$ cat src/hw/rtl/sbs_pkg.sv
// ----------------------------------------------------------------------------
// SipHash backend selector package
// Shared item types, cell counts, hash constants and register codes.
// ----------------------------------------------------------------------------
package sbs_pkg;

	localparam int unsigned MAX_SERVERS = 64;
	localparam int unsigned COUNT_W     = 7;
	localparam int unsigned IDX_W       = 6;

	// Two half rounds per cell pair: 6 compression rounds and 4 finalization rounds.
	localparam int unsigned ROUND_CELLS  = 20;
	localparam int unsigned ABSORB1_CELL = 4;
	localparam int unsigned ABSORB2_CELL = 8;
	localparam int unsigned FINAL_CELL   = 12;

	localparam int unsigned HASH_W    = 64;
	localparam int unsigned MOD_STEP  = 8;
	localparam int unsigned MOD_CELLS = HASH_W / MOD_STEP;

	localparam logic [63:0] SIP_C0       = 64'h736f6d6570736575;
	localparam logic [63:0] SIP_C1       = 64'h646f72616e646f6d;
	localparam logic [63:0] SIP_C2       = 64'h6c7967656e657261;
	localparam logic [63:0] SIP_C3       = 64'h7465646279746573;
	localparam logic [63:0] LEN_WORD     = 64'h1000000000000000;
	localparam logic [63:0] FINAL_XOR    = 64'h00000000000000ff;
	localparam logic [63:0] KEY_LOW_RST  = 64'hbebaadde00000000;
	localparam logic [63:0] KEY_HIGH_RST = 64'h0;
	localparam logic [COUNT_W-1:0] COUNT_RST = 7'd2;

	typedef enum logic [1:0] {
		CFG_KEY_LOW      = 2'd0,
		CFG_KEY_HIGH     = 2'd1,
		CFG_SERVER_COUNT = 2'd2
	} cfg_reg_t;

	typedef struct packed {
		logic [63:0] addr_first_word;
		logic [63:0] addr_second_word;
	} addr_item_t;

	typedef struct packed {
		logic [IDX_W-1:0] server_index;
		logic [63:0]      hash_value;
	} result_item_t;

	// Hash state plus the message words still needed further down the chain.
	typedef struct packed {
		logic [63:0] v0;
		logic [63:0] v1;
		logic [63:0] v2;
		logic [63:0] v3;
		logic [63:0] w0;
		logic [63:0] w1;
	} sbs_lane_t;

	// Remainder in progress, the hash bits still to consume, and the hash itself.
	typedef struct packed {
		logic [63:0]      hash;
		logic [63:0]      pend;
		logic [IDX_W-1:0] rem;
	} sbs_mod_t;

	function automatic logic [63:0] rotl64(input logic [63:0] x, input int unsigned s);
		return (x << s) | (x >> (64 - s));
	endfunction

endpackage

$ cat src/hw/rtl/sbs_mod_cell.sv
// ----------------------------------------------------------------------------
// Remainder cell
// Folds the next few hash bits into a running remainder by the server count.
// ----------------------------------------------------------------------------
module sbs_mod_cell import sbs_pkg::*; (
	input  logic               clk,
	input  logic               arst_n,
	input  logic [COUNT_W-1:0] divisor,
	input  logic               up_valid,
	input  sbs_mod_t           up_data,
	output logic               up_ready,
	output logic               dn_valid,
	output sbs_mod_t           dn_data,
	input  logic               dn_ready
);

	logic             valid_q;
	sbs_mod_t         data_q;
	sbs_mod_t         nxt;
	logic [IDX_W:0]   trial;
	logic [IDX_W-1:0] rem;

	// Restoring remainder, one bit per step, most significant bit first.
	always_comb begin
		rem   = up_data.rem;
		trial = '0;
		for (int i = 0; i < MOD_STEP; i++) begin
			trial = {rem, up_data.pend[HASH_W-1-i]};
			if (trial >= divisor) begin
				trial = trial - divisor;
			end
			rem = trial[IDX_W-1:0];
		end
		nxt      = up_data;
		nxt.pend = up_data.pend << MOD_STEP;
		nxt.rem  = rem;
	end

	assign up_ready = !valid_q || dn_ready;

	always_ff @(posedge clk or negedge arst_n) begin
		if (!arst_n) begin
			valid_q <= 1'b0;
		end else if (up_ready) begin
			valid_q <= up_valid;
		end
	end

	always_ff @(posedge clk) begin
		if (up_ready && up_valid) begin
			data_q <= nxt;
		end
	end

	assign dn_valid = valid_q;
	assign dn_data  = data_q;

endmodule

$ cat config.mk
export PLATFORM = sky130hd
export DESIGN_NAME = sbs_mod_cell
export DESIGN_NICKNAME = d
export VERILOG_FILES = /design/src/hw/rtl/sbs_pkg.sv /design/src/hw/rtl/sbs_mod_cell.sv
export SDC_FILE = /design/constraint.sdc
export NUM_CORES = 1
export LEC_CHECK = 0
export BUFFER_PORTS_ARGS = -buffer_cell sky130_fd_sc_hd__buf_2
export CAP_MARGIN = 20
export CORE_MARGIN = 3
export CORE_UTILIZATION = 40
export DETAILED_ROUTE_END_ITERATION = 8
export PLACE_DENSITY = 0.69
export SLEW_MARGIN = 20
export SYNTH_ARGS = -nofsm -noshare
export SYNTH_HDL_FRONTEND = slang
export SYNTH_SLANG_ARGS = --single-unit
$ cat constraint.sdc
create_clock -name clk -period 6.2 [get_ports clk]
set_input_delay 0.31 -clock clk [delete_from_list [all_inputs] [get_ports clk]]
set_output_delay 0.31 -clock clk [all_outputs]
set_load 0.005 [all_outputs]
==> reports/qor.txt <==
SYNTHESIS
------------------------------------------------------------------------------------------------------
Cell type with the highest aggregate area in the netlist ................................     edfxtp_1
Total of flip-flops plus latches after synthesis ........................................          127
Area share of and/or/nand/nor cells after synthesis .....................................        7.32%
Fraction of registers with async set or reset after synthesis ...........................       0.787%
Share of the yosys chip area belonging to registers .....................................        57.1%
Largest family of logic cells by synthesized area .......................................  adder cells
Mean Syn Cell Area ......................................................................     13.1 um2
Cell area after technology mapping ......................................................     6670 um2
Number of enable-type register cells in the synthesized netlist .........................          126
Predominant post-synthesis flop cell ....................................................     edfxtp_1
Post-Synth Adder-Cell Area ..............................................................        12.9%
Count of yosys warnings during synthesis ................................................            0
Mux share of post-synthesis cell area ...................................................        3.58%
Fraction of post-synthesis cell area in the top cell type by area .......................        56.7%
Distinct cells, synth ...................................................................           57
Area fraction in compound gates after synthesis .........................................        12.4%
Top cells by area, synth ................................................................ edfxtp_1 (57%), ha_1 (11%), mux2_2 (2.5%)
Post-synthesis xor/xnor area fraction ...................................................        3.15%
Syn Inst Count ..........................................................................          510

SETUP PATH
------------------------------------------------------------------------------------------------------
Crit Path Max Fanout ....................................................................            8
Slowest stage cell on the critical path .................................................        or4_4
Most prevalent standard cell on the critical path .......................................         ha_4
Signal arrival time at the worst endpoint ...............................................    10,880 ps
Longest individual stage delay on the worst path ........................................       550 ps
Flop-to-flop setup slack ................................................................      3820 ps
Data required time at the worst endpoint ................................................      6360 ps
Kind of end point of the critical path ..................................................         flop
Sort of element at the start of the critical path .......................................    input pin
Worst setup path class ..................................................................       in2reg

CLOCKING
------------------------------------------------------------------------------------------------------
Clock transition at the register clock pins on the worst setup and hold paths after CTS .        60 ps
Clock tree from TritonCTS ...............................................................         done
Clk sink count ..........................................................................          127
Clock insertion delay at the later pin of the skew report ...............................       410 ps
H-tree depth ............................................................................            4
TritonCTS buffer count ..................................................................           17
Clock Tree Root .........................................................................    clkbuf_16
Maximum clock path buffer count .........................................................            2

FLOORPLAN
------------------------------------------------------------------------------------------------------
Die height ..............................................................................       135 um
X dimension of the die ..................................................................       135 um
Die Area ................................................................................   18,300 um2
Effective utilization at floorplan ......................................................        41.4%
Total I/O pin count .....................................................................          281
Placement row count .....................................................................           46
Core Box Area ...........................................................................   16,100 um2

HOLD PATH
------------------------------------------------------------------------------------------------------
Class of the tightest hold or removal check .............................................       in2reg

PLACEMENT
------------------------------------------------------------------------------------------------------
Final HPWL from detailed placement ......................................................    17,400 um
Final weighted congestion in routability-driven placement ...............................        0.893
Number of buffers added on ports ........................................................          272
DP Worst Slack ..........................................................................     -5330 ps

LAYOUT
------------------------------------------------------------------------------------------------------
Fill cell count .........................................................................        1,198
Area Overhead vs Synth ..................................................................        63.0%
Fraction of final layout cells with drive strength greater than 1 .......................        60.0%
Final-stage net count ...................................................................        1,169

DRT
------------------------------------------------------------------------------------------------------
M1 wire length ..........................................................................      8200 um
Detailed-routing iteration count for the pre-antenna-repair pass ........................            4
Met2 WL .................................................................................    12,400 um
Final routed DRC violation total ........................................................            0
Vias per Instance .......................................................................         4.97
WL met3 .................................................................................      1420 um
Count of routing violations after the opening detailed-route iteration ..................          242
Uppermost layer routed ..................................................................         met4
Average wire per cell in the routed design ..............................................      18.9 um
Number of vias after detailed routing ...................................................        5,964
Final WL ................................................................................    22,700 um
Detail Route Antenna Nets ...............................................................            0

GLOBAL ROUTING
------------------------------------------------------------------------------------------------------
Number of antenna violations at the first check in global routing .......................            9
Total global routing overflow ...........................................................            0
Via count of the first global-routing pass ..............................................        6,184
Global-route wire length before repair ..................................................    32,800 um
Total global routing track utilization ..................................................        23.4%
Maximum number of pins on one net before global-route repair ............................           72

STA
------------------------------------------------------------------------------------------------------
Max Transition Viols Final ..............................................................            0
Worst Clk Skew ..........................................................................      6.73 ps
Transition time of the tightest slew-check pin ..........................................       938 ps
Post-route setup slack ..................................................................     -4520 ps
Slew HR .................................................................................        37.4%
Endpoints failing setup .................................................................            6
Unrepaired setup endpoints after global routing .........................................         true
Fin crit period .........................................................................    10,720 ps
Highest Clock Rate ......................................................................   0.0933 GHz
Share of the cycle needed by the critical path after routing ............................         173%
Total count of hold-check failures in the final report ..................................            0

RUN STATUS
------------------------------------------------------------------------------------------------------
Result of the run ....................................................................... finished, violations left
Violations in the final reports ......................................................... setup timing

FLOW RUN
------------------------------------------------------------------------------------------------------
Maxcap violations .......................................................................            0

==> cell usage after synthesis (3+ instances only) <==
cell type  count
edfxtp_1     126
ha_1          56
inv_1         38
a21oi_1       31
nor2_1        30
nand2_1       25
o21ai_0       25
mux2_2        15
a21o_1        13
xnor2_1       13
nor2b_1       11
xor2_1        11
nand2b_1      10
o21a_1         9
buf_4          8
fa_1           8
mux2i_1        7
a211oi_1       5
a31oi_1        5
nand3_1        5
o22ai_1        4
nand4_1        3
o21bai_1       3
or3_1          3
==> cells in the final DEF (no fill, tap or decap), types with 4 or more instances in the layout <==
cell type | netlist | routed
nand3_1 | 5 | 4
nor2_1 | 30 | 27
a21o_1 | 13 | 13
o21ai_0 | 25 | 12
xor2_1 | 11 | 11
a21oi_2 | 1 | 12
clkbuf_16 | 0 | 17
mux2_2 | 15 | 5
edfxtp_1 | 126 | 126
conb_1 | 1 | 8
diode_2 | 0 | 11
clkinvlp_4 | 0 | 5
xnor2_1 | 13 | 12
buf_6 | 2 | 8
ha_1 | 56 | 30
inv_1 | 38 | 32
buf_2 | 1 | 269
o21ai_1 | 1 | 4
mux2_4 | 0 | 10
clkinv_4 | 0 | 6
o21ai_2 | 1 | 9
fa_1 | 8 | 8
nor2b_1 | 11 | 6
buf_4 | 8 | 156
a21oi_1 | 31 | 17
mux2i_1 | 7 | 4
nand2_1 | 25 | 21
nand2b_1 | 10 | 10
nor2b_4 | 0 | 4
o21a_1 | 9 | 9
ha_4 | 0 | 23
==> critical path, delay by kind of cell <==
family	cells	cell delay (ps)
adders and majority gates	8	2240
muxes	4	1100
and+or+nand+nor	11	2170
AOI/OAI and AO/OA	22	3890
xor gates and xnor gates	1	130
buffers and inverters	7	1000
==> cells by family (layout without fill, tap and decap cells) <==
family | Yosys count | count (layout)
multiplexers | 22 | 22
other | 1 | 19
AO/OA/AOI/OAI | 123 | 123
buffers and inverters | 50 | 506
adder cells (fa/ha/maj) | 64 | 64
XOR/XNOR | 24 | 24
flip-flops | 127 | 127
AND/OR/NAND/NOR | 99 | 99
==> stage by stage <==
stage | hold slack, ps | TNS, ps | area (um2) | util [%] | cells
2_1_floorplan | 14.4 | -30000 | 7030 | - | 517
3_3_place_gp | 87.7 | -29610 | 9550 | 59.2 | 1125
3_5_place_dp | 92.0 | -31620 | 9550 | 59.2 | 1125
4_1_cts | 56.9 | -26090 | 10500 | 65.3 | 1178
5_1_grt | 51.0 | -29210 | 10900 | 67.5 | 1199
6_report | 72.7 | -26680 | 10900 | 67.5 | 1200
==> routing by layer <==
metal / vias to the layer above / GRT usage [%]
li1: 2817 / -
met1: 2909 / 24.6
met2: 193 / 43.1
met3: 45 / 6.80
met4: 0 / 10.4
met5: - / 0
==> cell type report <==
class | count | area (um2) | share of cell area, %
clock buffers | 18 | 429 | 3.95
repair buffers | 436 | 2650 | 24.3
well taps | 216 | 270 | 2.49
inverters | 38 | 159 | 1.46
diodes | 11 | 27.5 | 0.253
flip-flops and latches | 127 | 3810 | 35.0
clock inverters | 14 | 136 | 1.25
multi-input cells | 340 | 3390 | 31.2
==> path summary, 6_finish.rpt <==
check | start | to | cells after the start
min | up_data[51] | dn_data[59] | 1
min reg2reg | dn_valid | dn_valid | 2
max | divisor[0] | dn_data[5] | 53
max in group asynchronous | arst_n | dn_valid | 2
max reg2reg | dn_valid | dn_data[14] | 3
min in group asynchronous | arst_n | dn_valid | 2
==> registers in the layout, indices dropped and copies added (netlist names) <==
register  cells
dn_valid      1
dn_data     126
==> what timing repair did <==
| action | in CTS | in global routing |
|---|---|---|
| setup endpoints to repair | 6 | 6 |
| gates resized for setup | 54 | 43 |
| buffers inserted | 20 | 11 |
| hold endpoints to repair | 1 | 0 |
| hold buffers | 1 | 0 |
| pin swaps | 34 | 34 |
Power is not shown: default switching activity piles up to over one toggle a cycle in this logic, so the estimate is an artifact.
